**config.mk**
```make
export PLATFORM = sky130hd
export DESIGN_NAME = length_prefixed_record_decoder
export DESIGN_NICKNAME = d
export VERILOG_FILES = /design/src/rtl/lprd_pkg.sv /design/src/rtl/length_prefixed_record_decoder.sv
export VERILOG_INCLUDE_DIRS = /design/src /design/src/rtl
export SDC_FILE = /design/constraint.sdc
export NUM_CORES = 1
export LEC_CHECK = 0
export ABC_AREA = 1
export BUFFER_PORTS_ARGS = -buffer_cell sky130_fd_sc_hd__buf_2
export CORE_MARGIN = 1.5
export CORE_UTILIZATION = 65
export CTS_BUF_LIST = sky130_fd_sc_hd__clkbuf_8
export CTS_CLUSTER_SIZE = 24
export DETAILED_ROUTE_END_ITERATION = 10
export PLACE_DENSITY = 0.86
export SLEW_MARGIN = 10
export SYNTH_ARGS = -nofsm -noshare
export SYNTH_HDL_FRONTEND = slang
export SYNTH_SLANG_ARGS = --single-unit
export TNS_END_PERCENT = 10
```
**constraint.sdc**
```tcl
create_clock -name clk -period 5 [get_ports clk]
set_clock_uncertainty 0.1 [all_clocks]
set_input_delay 0.25 -clock clk [delete_from_list [all_inputs] [get_ports clk]]
set_output_delay 0.25 -clock clk [all_outputs]
set_load 0.05 [all_outputs]
```
**src/rtl/assert_macros.svh**
```systemverilog
// assertion macros shared by the rtl modules
// no dependencies; included by files that carry concurrent assertions
`ifndef ASSERT_MACROS_SVH
`define ASSERT_MACROS_SVH

// property that must hold at every clock edge outside reset
`define ASSERT_ALWAYS(label, clk, rst_n, prop) \
    label: assert property (@(posedge clk) disable iff (!rst_n) (prop)) \
        else $error("%m: invariant violated");

// implication checked in the cycle after the trigger
`define ASSERT_NEXT(label, clk, rst_n, trig, prop) \
    label: assert property (@(posedge clk) disable iff (!rst_n) (trig) |=> (prop)) \
        else $error("%m: next-cycle check violated");

`endif

```
**src/rtl/lprd_pkg.sv**
```systemverilog
// shared types and constants for the length-prefixed record decoder
// no dependencies; imported by length_prefixed_record_decoder
`default_nettype none

package lprd_pkg;

    // default record limit and string capacities
    localparam int MAX_RECORDS_DEF = 16;
    localparam int ID_CAPACITY     = 16;
    localparam int NAME_CAPACITY   = 32;
    localparam int LABEL_CAPACITY  = 32;

    // number of characters kept in each field
    localparam logic [7:0] ID_LIMIT    = 8'(ID_CAPACITY - 1);
    localparam logic [7:0] NAME_LIMIT  = 8'(NAME_CAPACITY - 1);
    localparam logic [7:0] LABEL_LIMIT = 8'(LABEL_CAPACITY - 1);

    // field codes
    localparam logic [1:0] FLD_ID    = 2'd0;
    localparam logic [1:0] FLD_NAME  = 2'd1;
    localparam logic [1:0] FLD_LABEL = 2'd2;

    // parser phase
    typedef enum logic [2:0] {
        PH_POSITION = 3'd0,
        PH_COUNT    = 3'd1,
        PH_LENGTH   = 3'd2,
        PH_CHARS    = 3'd3,
        PH_DRAIN    = 3'd4
    } phase_t;

    // classification of one word
    typedef enum logic [2:0] {
        KIND_SKIP  = 3'd0,
        KIND_POS   = 3'd1,
        KIND_COUNT = 3'd2,
        KIND_LEN   = 3'd3,
        KIND_CHAR  = 3'd4
    } byte_kind_t;

    // message end status
    typedef enum logic [1:0] {
        ST_OPEN   = 2'd0,
        ST_ACCEPT = 2'd1,
        ST_REJECT = 2'd2
    } end_status_t;

    // one result word
    typedef struct packed {
        byte_kind_t  kind;
        logic [3:0]  rec;
        logic [1:0]  fld;
        logic [7:0]  pos;
        logic [7:0]  val;
        end_status_t status;
        logic [4:0]  total;
    } result_t;

endpackage

`default_nettype wire

```
**src/rtl/length_prefixed_record_decoder.sv**
```systemverilog
// Length-prefixed record decoder: classifies each message word in a single pass
// Depends on lprd_pkg and assert_macros.svh
//
// Usage:
//   Input channel (in_valid/in_ready) carries one message word per transfer:
//   data_byte and last_byte, the latter marking the final word of a message.
//   Output channel (out_valid/out_ready) returns exactly one result word per
//   input word: its kind, record, field, character position and value, plus
//   end_status on the final word, and record_total when that word is accepted.
//   Results are registered in the output or skid register (the latter on a stall).
//   Throughput: one word per cycle while the skid is empty; the parser state
//   update is a single compare-and-increment step from input to result register.
//   Stall: a result register plus a one-word skid register sit on the output,
//   so a word is still taken in the cycle the receiver first stalls; in_ready
//   drops only while the skid register is full.
//   Reset: clears the parser to expect a position header and empties both
//   output registers. After the final word of a message the parser returns
//   to the same state, so the next word opens a new message.
//   On reject, characters already delivered for that message are discarded
//   by the receiver.
`default_nettype none
`include "assert_macros.svh"

module length_prefixed_record_decoder
    import lprd_pkg::*;
#(
    parameter int MAX_RECORDS = MAX_RECORDS_DEF
)
(
    input  wire logic       clk,
    input  wire logic       rst_n,
    input  wire logic       in_valid,
    output logic            in_ready,
    input  wire logic [7:0] data_byte,
    input  wire logic       last_byte,
    output logic            out_valid,
    input  wire logic       out_ready,
    output logic [2:0]      byte_kind,
    output logic [3:0]      record_index,
    output logic [1:0]      field_select,
    output logic [7:0]      char_position,
    output logic [7:0]      item_value,
    output logic [1:0]      end_status,
    output logic [4:0]      record_total
);

    localparam int         RW      = $clog2(MAX_RECORDS + 1);
    localparam logic [7:0] MAX_CNT = 8'(MAX_RECORDS);

    // parser state
    phase_t          phase_reg, phase_next;
    logic [RW-1:0]   record_counter_reg, record_counter_next;
    logic [1:0]      field_counter_reg, field_counter_next;
    logic [7:0]      bytes_remaining_reg, bytes_remaining_next;
    logic [7:0]      char_counter_reg, char_counter_next;
    logic [RW-1:0]   declared_count_reg, declared_count_next;
    logic            failed_flag_reg, failed_flag_next;

    // output and skid registers
    result_t         out_reg, out_next;
    logic            out_valid_reg, out_valid_next;
    result_t         skid_reg, skid_next;
    logic            skid_valid_reg, skid_valid_next;

    logic            in_acc;
    logic            out_take;
    result_t         res;

    // helpers for the field step
    logic [7:0]      keep_lim;
    logic [1:0]      fld_adv;
    logic [RW-1:0]   rec_adv;
    phase_t          phase_adv;
    phase_t          phase_step;
    logic [7:0]      rec_wide;
    logic [7:0]      decl_wide;
    logic [7:0]      rem_dec;

    assign in_ready = !skid_valid_reg;
    assign in_acc   = in_valid && in_ready;
    assign out_take = out_valid_reg && out_ready;

    // kept-character limit of the current field
    always_comb
    begin
        unique case (field_counter_reg)
            FLD_ID:   keep_lim = ID_LIMIT;
            FLD_NAME: keep_lim = NAME_LIMIT;
            default:  keep_lim = LABEL_LIMIT;
        endcase
    end

    // advance to the next field or record
    always_comb
    begin
        if (field_counter_reg == FLD_LABEL)
        begin
            fld_adv = FLD_ID;
            rec_adv = record_counter_reg + RW'(1);
        end
        else
        begin
            fld_adv = field_counter_reg + 2'd1;
            rec_adv = record_counter_reg;
        end
        phase_adv = (rec_adv >= declared_count_reg) ? PH_DRAIN : PH_LENGTH;
    end

    assign rem_dec = (bytes_remaining_reg != 8'd0) ? bytes_remaining_reg - 8'd1
                                                    : 8'd0;

    // next parser state
    always_comb
    begin
        phase_step           = phase_reg;
        record_counter_next  = record_counter_reg;
        field_counter_next   = field_counter_reg;
        bytes_remaining_next = bytes_remaining_reg;
        char_counter_next    = char_counter_reg;
        declared_count_next  = declared_count_reg;
        failed_flag_next     = failed_flag_reg;
        unique case (phase_reg)
            PH_POSITION:
            begin
                phase_step = PH_COUNT;
            end
            PH_COUNT:
            begin
                declared_count_next = RW'(data_byte);
                record_counter_next = '0;
                field_counter_next  = FLD_ID;
                if (data_byte > MAX_CNT)
                begin
                    failed_flag_next = 1'b1;
                    phase_step       = PH_DRAIN;
                end
                else if (data_byte == 8'd0)
                begin
                    phase_step = PH_DRAIN;
                end
                else
                begin
                    phase_step = PH_LENGTH;
                end
            end
            PH_LENGTH:
            begin
                bytes_remaining_next = data_byte;
                char_counter_next    = 8'd0;
                if (data_byte == 8'd0)
                begin
                    field_counter_next  = fld_adv;
                    record_counter_next = rec_adv;
                    phase_step          = phase_adv;
                end
                else
                begin
                    phase_step = PH_CHARS;
                end
            end
            PH_CHARS:
            begin
                if (char_counter_reg != 8'hff)
                begin
                    char_counter_next = char_counter_reg + 8'd1;
                end
                bytes_remaining_next = rem_dec;
                if (rem_dec == 8'd0)
                begin
                    field_counter_next  = fld_adv;
                    record_counter_next = rec_adv;
                    phase_step          = phase_adv;
                end
            end
            PH_DRAIN:
            begin
                phase_step = PH_DRAIN;
            end
            default:
            begin
                phase_step = phase_reg;
            end
        endcase
        phase_next = phase_step;
        // end of message returns to the reset state
        if (last_byte)
        begin
            phase_next           = PH_POSITION;
            record_counter_next  = '0;
            field_counter_next   = FLD_ID;
            bytes_remaining_next = 8'd0;
            char_counter_next    = 8'd0;
            declared_count_next  = '0;
            failed_flag_next     = 1'b0;
        end
    end

    assign rec_wide  = 8'(record_counter_reg);
    assign decl_wide = 8'(declared_count_reg);

    // failure as left by this word, before the end-of-message clear
    function automatic logic failed_flag_next_pre();
        logic f;
        f = failed_flag_reg;
        if (phase_reg == PH_COUNT && data_byte > MAX_CNT)
        begin
            f = 1'b1;
        end
        return f;
    endfunction

    // declared count as left by this word, low bits only
    function automatic logic [4:0] count_total();
        logic [7:0] c;
        c = decl_wide;
        if (phase_reg == PH_COUNT)
        begin
            c = data_byte;
        end
        return c[4:0];
    endfunction

    // result word for the current input word
    always_comb
    begin
        res        = '0;
        res.kind   = KIND_SKIP;
        res.status = ST_OPEN;
        unique case (phase_reg)
            PH_POSITION:
            begin
                res.kind = KIND_POS;
                res.val  = data_byte;
            end
            PH_COUNT:
            begin
                res.kind = KIND_COUNT;
                res.val  = data_byte;
            end
            PH_LENGTH:
            begin
                res.kind = KIND_LEN;
                res.rec  = rec_wide[3:0];
                res.fld  = field_counter_reg;
                res.val  = (data_byte < keep_lim) ? data_byte : keep_lim;
            end
            PH_CHARS:
            begin
                if (char_counter_reg < keep_lim)
                begin
                    res.kind = KIND_CHAR;
                    res.rec  = rec_wide[3:0];
                    res.fld  = field_counter_reg;
                    res.pos  = char_counter_reg;
                    res.val  = data_byte;
                end
            end
            PH_DRAIN:
            begin
                res.kind = KIND_SKIP;
            end
            default:
            begin
                res.kind = KIND_SKIP;
            end
        endcase
        if (last_byte)
        begin
            if (!failed_flag_next_pre() && phase_step == PH_DRAIN)
            begin
                res.status = ST_ACCEPT;
                res.total  = count_total();
            end
            else
            begin
                res.status = ST_REJECT;
            end
        end
    end

    // output register and skid word control
    always_comb
    begin
        out_next        = out_reg;
        out_valid_next  = out_valid_reg;
        skid_next       = skid_reg;
        skid_valid_next = skid_valid_reg;
        if (skid_valid_reg)
        begin
            if (out_take)
            begin
                out_next        = skid_reg;
                skid_valid_next = 1'b0;
            end
        end
        else if (in_acc)
        begin
            if (!out_valid_reg || out_take)
            begin
                out_next       = res;
                out_valid_next = 1'b1;
            end
            else
            begin
                skid_next       = res;
                skid_valid_next = 1'b1;
            end
        end
        else if (out_take)
        begin
            out_valid_next = 1'b0;
        end
    end

    // control registers
    always_ff @(posedge clk or negedge rst_n)
    begin
        if (!rst_n)
        begin
            phase_reg           <= PH_POSITION;
            record_counter_reg  <= '0;
            field_counter_reg   <= FLD_ID;
            bytes_remaining_reg <= 8'd0;
            char_counter_reg    <= 8'd0;
            declared_count_reg  <= '0;
            failed_flag_reg     <= 1'b0;
            out_valid_reg       <= 1'b0;
            skid_valid_reg      <= 1'b0;
        end
        else
        begin
            if (in_acc)
            begin
                phase_reg           <= phase_next;
                record_counter_reg  <= record_counter_next;
                field_counter_reg   <= field_counter_next;
                bytes_remaining_reg <= bytes_remaining_next;
                char_counter_reg    <= char_counter_next;
                declared_count_reg  <= declared_count_next;
                failed_flag_reg     <= failed_flag_next;
            end
            out_valid_reg  <= out_valid_next;
            skid_valid_reg <= skid_valid_next;
        end
    end

    // payload registers
    always_ff @(posedge clk)
    begin
        out_reg  <= out_next;
        skid_reg <= skid_next;
    end

    assign out_valid     = out_valid_reg;
    assign byte_kind     = out_reg.kind;
    assign record_index  = out_reg.rec;
    assign field_select  = out_reg.fld;
    assign char_position = out_reg.pos;
    assign item_value    = out_reg.val;
    assign end_status    = out_reg.status;
    assign record_total  = out_reg.total;

    // skid word only ever sits behind a full output register
    `ASSERT_ALWAYS(a_skid_behind_out, clk, rst_n, !skid_valid_reg || out_valid_reg)
    // a field being read always has bytes outstanding
    `ASSERT_ALWAYS(a_chars_pending, clk, rst_n,
        phase_reg != PH_CHARS || bytes_remaining_reg != 8'd0)
    // record counter never passes the declared count
    `ASSERT_ALWAYS(a_rec_bounded, clk, rst_n, record_counter_reg <= declared_count_reg)
    // final word of a message rewinds the parser
    `ASSERT_NEXT(a_last_rewinds, clk, rst_n, in_acc && last_byte,
        phase_reg == PH_POSITION && !failed_flag_reg)

endmodule

`default_nettype wire
```
## Word level (Yosys, flattened, before mapping)

Cells that the tools add are included.
Widths: inputs -> output; s select.

| storage, ports and cells | value |
|---|---|
| logic and storage cells | 126 |
| register bits | 98 |
| input port bits | 13 |

| cells by class | value |
|---|---|
| mux-type cells | 52 |
| bitwise gates (word level) | 2 |
| reductions and logical operators | 29 |
| $lt $le $gt $ge | 4 |
| add/sub/neg operators | 4 |
| equality and inequality tests | 12 |

Operator list:

| cell | number |
|---|---|
| $mux 32 | 4 |
| $mux 8 | 6 |
| $mux 5 | 9 |
| $pmux 8 s2 | 2 |
| $mux 25 | 1 |
| $pmux 8 s3 | 1 |
| $mux 3 | 6 |
| $logic_not 8->1 | 2 |
| $pmux 3 s5 | 1 |
| $pmux 5 s3 | 1 |
| $reduce_and 3->1 | 5 |
| $mux 1 | 12 |
| $pmux 3 s4 | 1 |
| $pmux 6 s2 | 1 |
| $mux 2 | 5 |
| $reduce_bool 2->1 | 5 |
| $ne 3x3->1 const B | 3 |
| $add 8x1->8 const B | 1 |
| $gt 8x5->1 const B | 1 |
| $lt 8x5->1 | 1 |
| $lt 8x8->1 | 1 |
| $ne 8x8->1 const B | 1 |
| $reduce_bool 8->1 | 1 |
| $sub 8x1->8 const B | 1 |
| other kinds (21) | 31 |

## Depth between registers and ports, before layout

Gate-level depths: netlist (run 1).

| depth | value |
|---|---|
| depth after elaboration | 13 |
| depth in mapped cells | 18 |

## Worst setup path after synthesis (run 1)

No wires, ideal clock.

| timing path | value |
|---|---|
| kind | register to register |
| from | register skid_valid_reg |
| to | register out_reg (netlist bit byte_kind[0]) (enable) |
| cell stages (with the launch flop) | 7 |
| setup time | 0.421 ns |
| clock period less this slack | 2.859 ns |
| path buffers | 1 |
| slack | 2.141 ns |
| data arrival time | 2.338 ns |
| path through | dfrtp_1 > buf_2 > inv_2 > nand2_1 > inv_1 > a21oi_1 > nor2_1 |

| on the way | value |
|---|---|
| cells in the longest elaborated chain, start to end | 4 |
| elaborated cells between the ends (all ways) | 6 |
| classes of those cells | eq/ne: 1; reduce/logical: 5 |

Ends and longest elaborated chain:

| item | RTL line | RTL |
|---|---|---|
| from (decl) | length_prefixed_record_decoder.sv:63 | `logic skid_valid_reg, skid_valid_next;` |
| from (signal assigned) | length_prefixed_record_decoder.sv:343 | `skid_valid_reg <= skid_valid_next;` |
| $logic_not 1->1 | length_prefixed_record_decoder.sv:79 | `assign in_ready = !skid_valid_reg;` |
| $logic_and 1x1->1 | length_prefixed_record_decoder.sv:80 | `assign in_acc = in_valid && in_ready;` |
| $reduce_bool 2->1 (no line) | n/a |  |
| $reduce_and 3->1 (no line) * | n/a |  |
| to (signal assigned) | length_prefixed_record_decoder.sv:350 | `out_reg <= out_next;` |
| to (decl) | length_prefixed_record_decoder.sv:60 | `result_t out_reg, out_next;` |

Mark *: on every way between the ends. The rest lies on a longest branch, timed or not.
A chain may end at the register's enable or synchronous reset.

==> results by group, run 1 <==
Run status
  • Status: complete, no violations

Final layout
  • Nets: 606
  • Max FFs per register: 32
  • Area growth from synthesis to layout: 10.2%
  • Cell area after layout: 5480 um^2
  • Share of cells above drive strength 1: 18.4%
  • N_diodes: 0
  • Layout fillers: between 400 and 500

Global routing
  • GRT Util Overall: between 20% and 30%
  • Met3 Use GR: 4.29%
  • Largest net degree at the start of global routing: 42
  • First-pass GRT wire length: 17700 um
  • GRT overflow: 0
  • Met1 usage: 37.1%
  • Antenna violations before repair: 0
  • Vias in the first global route: 3710
  • GR met2 Demand/Resource: between 40% and 50%
  • Busiest grt layer: met2

Route
  • Routed WL: 10300 um
  • Drt first pass iters: 5
  • Vias per Instance: 5.63
  • DRC Markers: 0
  • DRT iter0 DRCs: 318
  • Vias: 3865
  • Final ANT Viol Nets: 0
  • Routed len/inst: 15.0 um

Floorplanning
  • Die width: around 90 um
  • # IOs: 47
  • Starting Density: 67.9%
  • Cell Rows: 31
  • Vert. Die Dim: 90.5 um
  • Core area: 7330 um^2
  • Die ar.: 8190 um^2

Synth
  • Yosys reg bits: 98
  • Post-synthesis simple-gate area fraction: 21.2%
  • Yosys warns: 0
  • Post-synth EDFFs: 64
  • Largest area contributor in the netlist: edfxtp_1
  • Post-synth cell types: 43
  • Adder-cell share of the synthesized area: 2.77%
  • Top FF cell, synth: edfxtp_1
  • Synthesized area: between 4000 and 5000 um^2
  • Share of Yosys cell area claimed by the top area cell type: between 30% and 40%
  • Ranking of synthesized cells by area: edfxtp_1 39%, dfrtp_1 17%, nand2_1 8.8%
  • Post-Syn Instances: ~530
  • Xor and xnor area share after synthesis: about 1.1%
  • Main combinational cell family by area after synthesis: simple AND/OR/NAND/NOR gates
  • Post-synth ARST share: 34.7%
  • Average cell area after synthesis: 9.35 um^2
  • Mux share of post-synthesis cell area: 0%
  • Synth Area in Compound Gates: 11.4%
  • Post-synthesis sequential area ratio: approximately 56%

Placed design
  • DP HPWL: 7440 um
  • IO Port Bufs: between 40 and 50
  • GPL Wtd Cong: around 0.94
  • Area after DPL: 5290 um^2

Clocking
  • CTS tree: yes
  • Clk Latency, worst-skew pair: about 0.36 ns
  • Clk sinks: 98
  • CTS resizes: 0
  • CTS Buf Count: 9
  • Root buf cell: clkbuf_8
  • Clk buf depth: 2
  • # H-tree levels: 3
  • Hold buffer count at cts: 1
  • Reg clk slew, reported paths: roughly 0.10 ns
  • Postcts setup bufs: 0

Setup path
  • Worst path arrival time: 3.06 ns
  • Most used cell, CP: nand2_1
  • Crit. End Element: register
  • CP startpoint kind: register
  • Reg-to-reg critical path startpoint: field_counter_reg[0]
  • CP Cell Sequence: nor2_1 > nand2_1 > nor3_1 > xor2_1 > ha_1 > nand2_1 > inv_1 > nand4_1 > o2111ai_1 > nand3_1 > nand2_1 > inv_1 > nand3_4 > nand2_2 > nor2_2 > nand2_1 > nand2_1
  • R2r worst-path depth: 17
  • Slowest CP cell: dfrtp_1
  • Worst path bufs/invs: 2
  • Required @ worst endpoint: 5.03 ns
  • RR Endpoint: end_status[0]
  • Worst-path maximum fanout: 8
  • Crit-path leading delay family: simple AND/OR/NAND/NOR gates
  • Max incr delay on CP: 0.44 ns
  • Critical path class: register to register
  • FF-to-FF setup slack: between 1.5 and 2 ns

STA
  • Maximum clock frequency: 0.330 GHz
  • Unrepaired setup endpoints after global routing: false
  • Final slew viol count: 0
  • Max-slew headroom: approximately 47%
  • Endpoints failing setup: 0
  • Worst-Margin Slew: 0.796 ns
  • Hold Vio Cnt, Final: 0
  • Minimum clock period: 3.03 ns
  • Final hold slack: approximately 0.14 ns
  • Final period util: 60.6%
  • Setup TNS: 0 ns

Worst hold path
  • Hold Crit Class: primary input to register
  • Hold path endpoint: bytes_remaining_reg[4]
  • Hold path cells: 3
  • Hold path start: data_byte[4]

Power
  • Peak supply drop: 253 uV
  • Switch share: 45.8%
  • Flop pwr share: 40.4%
  • Pint: 1580 uW
  • Pwr/cell area: 533 nW/um^2
  • Leakage: ~0.0025 uW
  • Combinational Power Share: 43.3%
  • Net switching power figure: around 1300 uW
  • Clock network power share: 16.2%

Flow run
  • MaxCap Viol Count: 0
-- cell usage in the layout, fill, tap and decap left out, types with 8 or more instances in the layout --
cell type	instances
a21oi_1	27
buf_2	46
clkbuf_8	9
dfrtp_1	34
edfxtp_1	64
ha_1	11
inv_1	74
nand2_1	117
nand3_1	16
nand4_1	13
nor2_1	56
nor2_2	9
o21ai_0	17
o21ai_2	8
-- metrics by stage --
step           power (uW)  instances  utilization, %  setup WS [ns]
2_1_floorplan        2180        534               -           2.14
3_3_place_gp         2410        669            72.1           2.17
3_5_place_dp         2450        669            72.1           2.03
4_1_cts              2920        686            74.8           2.00
5_1_grt              3070        686            74.8           1.70
6_report             2920        686            74.8           1.97
-- power groups by stage --
stage | sequential [uW] | combinational (uW) | clock [uW]
after floorplan | 1590 | 586 | 0
after detailed placement | 1200 | 1250 | 0
after global routing | 1200 | 1360 | 515
final | 1180 | 1270 | 475
after CTS | 1180 | 1260 | 481
after global placement | 1190 | 1210 | 0
-- logic make-up after synthesis --
logic type               Yosys count
AO/OA/AOI/OAI                     89
XOR/XNOR                           6
adder cells (fa/ha/maj)           11
buffers and inverters             94
flip-flops                        98
other                              1
AND/OR/NAND/NOR                  233
-- per-layer routing --
metal | vias up | share of wire, %
met3 | 19 | 7.0
met5 | - | 0
li1 | 1868 | -
met1 | 1797 | 43
met4 | 0 | 1.6
met2 | 181 | 49
-- cell usage after synthesis (6+ instances only) --
| library cell | number |
|---|---|
| o21ai_2 | 8 |
| edfxtp_1 | 64 |
| ha_1 | 11 |
| nand2_1 | 117 |
| xor2_1 | 6 |
| inv_2 | 6 |
| nand4_1 | 13 |
| nor2_4 | 6 |
| a21oi_1 | 27 |
| nor2_2 | 7 |
| clkbuf_1 | 6 |
| dfrtp_1 | 34 |
| nand3_1 | 16 |
| o21ai_1 | 7 |
| inv_1 | 74 |
| o21ai_0 | 17 |
| nor2_1 | 58 |
-- cell type report --
| cell class | count | area (um^2) | area share, % |
|---|---|---|---|
| flip-flops and latches | 98 | 2770 | 50.6 |
| multi-input cells | 342 | 1830 | 33.4 |
| inverters | 81 | 307 | 5.59 |
| repair buffers | 50 | 263 | 4.79 |
| clock buffers | 9 | 124 | 2.26 |
| well taps | 99 | 124 | 2.26 |
| clock inverters | 7 | 61.3 | 1.12 |
-- worst min-delay path: stages --
cell     delay, ns
buf_2         0.13
nor2_1        0.10
o32ai_1       0.09
-- worst max-delay path by stage --
stage               slack [ns]  cells past startpoint       endpoint                 start
global route              1.70                     18  end_status[0]  field_counter_reg[1]
finish                    1.97                     17  end_status[0]  field_counter_reg[0]
global placement          2.17                     17  end_status[0]  field_counter_reg[0]
detailed placement        2.03                     17  end_status[0]  field_counter_reg[0]
CTS                       2.00                     17  end_status[0]  field_counter_reg[0]
floorplan                 2.14                      6   byte_kind[0]        skid_valid_reg
Power figures use the tool's default switching activity.
==> run 2: changes to the inputs <==
CORE_UTILIZATION = 61   (was 65)
PLACE_DENSITY = 0.82   (was 0.86)
clock period = 2.82 ns   (was 5 ns; I/O delays follow)
==> run 2 against run 1 <==
  * The run now ends with setup timing left
  * Via count rose by 2.0%
  * Non-clock buffer count increased by 7
  * Core utilization down 3.3 points
  * First-iteration DRC count is 37% higher
  * Sequential share of layout area decreased by 0.87 points
  * Combinational power rose by 86%
  * Flip-flop and latch count is the same
  * Sequential power grew 79%
  * Setup slack lost 2.0 ns
  * Routed wire length rose by 5.7%
  * Cell count rose by 1.5%
  * Largest cell class unchanged
  * Maximum frequency increased by 7.4%
==> results by group, run 2 (same netlist as run 1, synthesis figures left out) <==
Run status
  • Status: finished with violations
  • Failing checks: setup timing

Power
  • Leakage: 0.00249 uW
  • Pwr/cell area: approximately 950 nW/um^2
  • Peak supply drop: between 400 and 500 uV
  • Total power: roughly 5300 uW

Floorplanning
  • Die ar.: 8710 um^2
  • Die width: 93.3 um
  • Core area: 7810 um^2
  • Vert. Die Dim: 93.3 um
  • Cell Rows: 32
  • Starting Density: a little under two thirds
  • # IOs: 47

Route
  • DRC Markers: 0
  • Routed WL: 10900 um
  • DRT iter0 DRCs: around 440
  • Final ANT Viol Nets: 0
  • Routed len/inst: ~16 um
  • Vias per Instance: 5.67
  • Drt first pass iters: 5
  • Vias: 3943

Setup path
  • Crit. End Element: register
  • FF-to-FF setup slack: -0.001 ns
  • Required @ worst endpoint: 2.84 ns
  • Origin of the worst setup path: record_counter_reg[0]
  • Setup crit end: end_status[0]
  • R2r worst-path depth: 14
  • Reg-to-reg critical path startpoint: record_counter_reg[0]
  • Worst path arrival time: 2.84 ns
  • Critical path class: register to register
  • RR Endpoint: end_status[0]
  • Worst-path maximum fanout: 8
  • CP startpoint kind: register

Global routing
  • Largest net degree at the start of global routing: 42
  • Antenna violations before repair: 0
  • Vias in the first global route: approximately 3.7k
  • GRT Util Overall: 26.4%
  • First-pass GRT wire length: 17600 um
  • GRT overflow: 0

Final layout
  • Area growth from synthesis to layout: 12.1%
  • Cell area after layout: 5580 um^2
  • Nets: 613
  • Share of cells above drive strength 1: 20.9%
  • Layout fillers: ~550
  • Final Non-Filler Cells: 696
  • Max FFs per register: 32
  • Most common cell after layout, fill and taps aside: nand2_1
  • Most frequent cells in the layout: 115 x nand2_1, 73 x inv_1, 64 x edfxtp_1
  • N_diodes: 0

Clocking
  • # H-tree levels: 3
  • CTS Buf Count: 9
  • Clk Latency, worst-skew pair: 0.37 ns
  • Clk sinks: 98
  • Reg clk slew, reported paths: 0.09 ns
  • CTS tree: yes
  • Root buf cell: clkbuf_8
  • Clk buf depth: 2

Placed design
  • IO Port Bufs: 46
  • Area after DPL: ~5300 um^2
  • Post-Place Cells: between 600 and 700
  • DP HPWL: 7720 um
  • GPL Wtd Cong: 0.930

Worst hold path
  • Hold path start: out_ready
  • Hold Crit Class: primary input to register

STA
  • Final hold slack: 0.0284 ns
  • Max-slew headroom: 47.9%
  • Endpoints failing setup: 1
  • Minimum clock period: 2.82 ns
  • Final period util: 100%
  • Unrepaired setup endpoints after global routing: true
  • Worst-Margin Slew: 0.781 ns
  • Maximum clock frequency: ~0.35 GHz
  • Setup TNS: -0.00141 ns
  • Final worst slack: -0.00141 ns
  • Final slew viol count: 0
  • Hold Vio Cnt, Final: 0

Flow run
  • MaxCap Viol Count: 0
## run 2: cell type report
type | count | area [um^2] | area share, %
tap | 102 | 128 | 2.29
clock buffer | 9 | 124 | 2.22
timing repair buffer | 57 | 328 | 5.87
sequential | 98 | 2770 | 49.7
inverter | 81 | 307 | 5.49
multi-input combinational | 342 | 1870 | 33.4
clock inverter | 7 | 55.1 | 0.987
## run 2: metal layers
layer	vias to the layer above	part of all wire (%)	track usage (%)
li1	1882	-	-
met1	1877	42	33.6
met2	157	49	44.1
met3	27	6.2	4.88
met4	0	2.8	11.2
met5	-	0	0
## run 2: critical path, cell delays in order, from the launching register on
cell,delay [ns]
dfrtp_1,0.42
ha_2,0.20
nand2_2,0.07
nor3_2,0.17
xor2_1,0.23
ha_1,0.30
a21oi_1,0.21
o2111ai_2,0.17
buf_4,0.18
nand4_4,0.10
nand3_4,0.13
nand2_2,0.09
nor2_2,0.05
nand2_1,0.10
nand2_1,0.07
## run 2: worst min path at each step
stage	endpoint	slack, ns	depth (start not counted)
after floorplan	bytes_remaining_reg[0]	-0.25	0
after global placement	bytes_remaining_reg[6]	0.17	1
after detailed placement	char_counter_reg[7]	0.17	1
after CTS	out_valid	0.01	4
after global routing	declared_count_reg[0]	0.04	3
final	out_valid	0.03	4
## run 2: where the power goes
group	switching, uW	leakage (uW)	internal [uW]
Clock	517	0.0000852	328
Sequential	136	0.00108	1970
Combinational	1790	0.00133	568
## run 2: repair_timing
action / in CTS / in global routing
setup buffers: 0 / 2
hold buffers: 1 / 0
endpoints found under the hold margin: 34 / 0
resized for setup: 0 / 11
setup endpoints to repair: 0 / 15
## run 2: stage by stage
| step | worst slack, ns | utilization (%) |
|---|---|---|
| 6_report | -0.00141 | 71.5 |
| 3_3_place_gp | 0.207 | 68.4 |
| 4_1_cts | 0.00843 | 70.8 |
| 2_1_floorplan | -0.0119 | - |
| 5_1_grt | -0.0856 | 71.5 |
| 3_5_place_dp | 0.0680 | 68.4 |
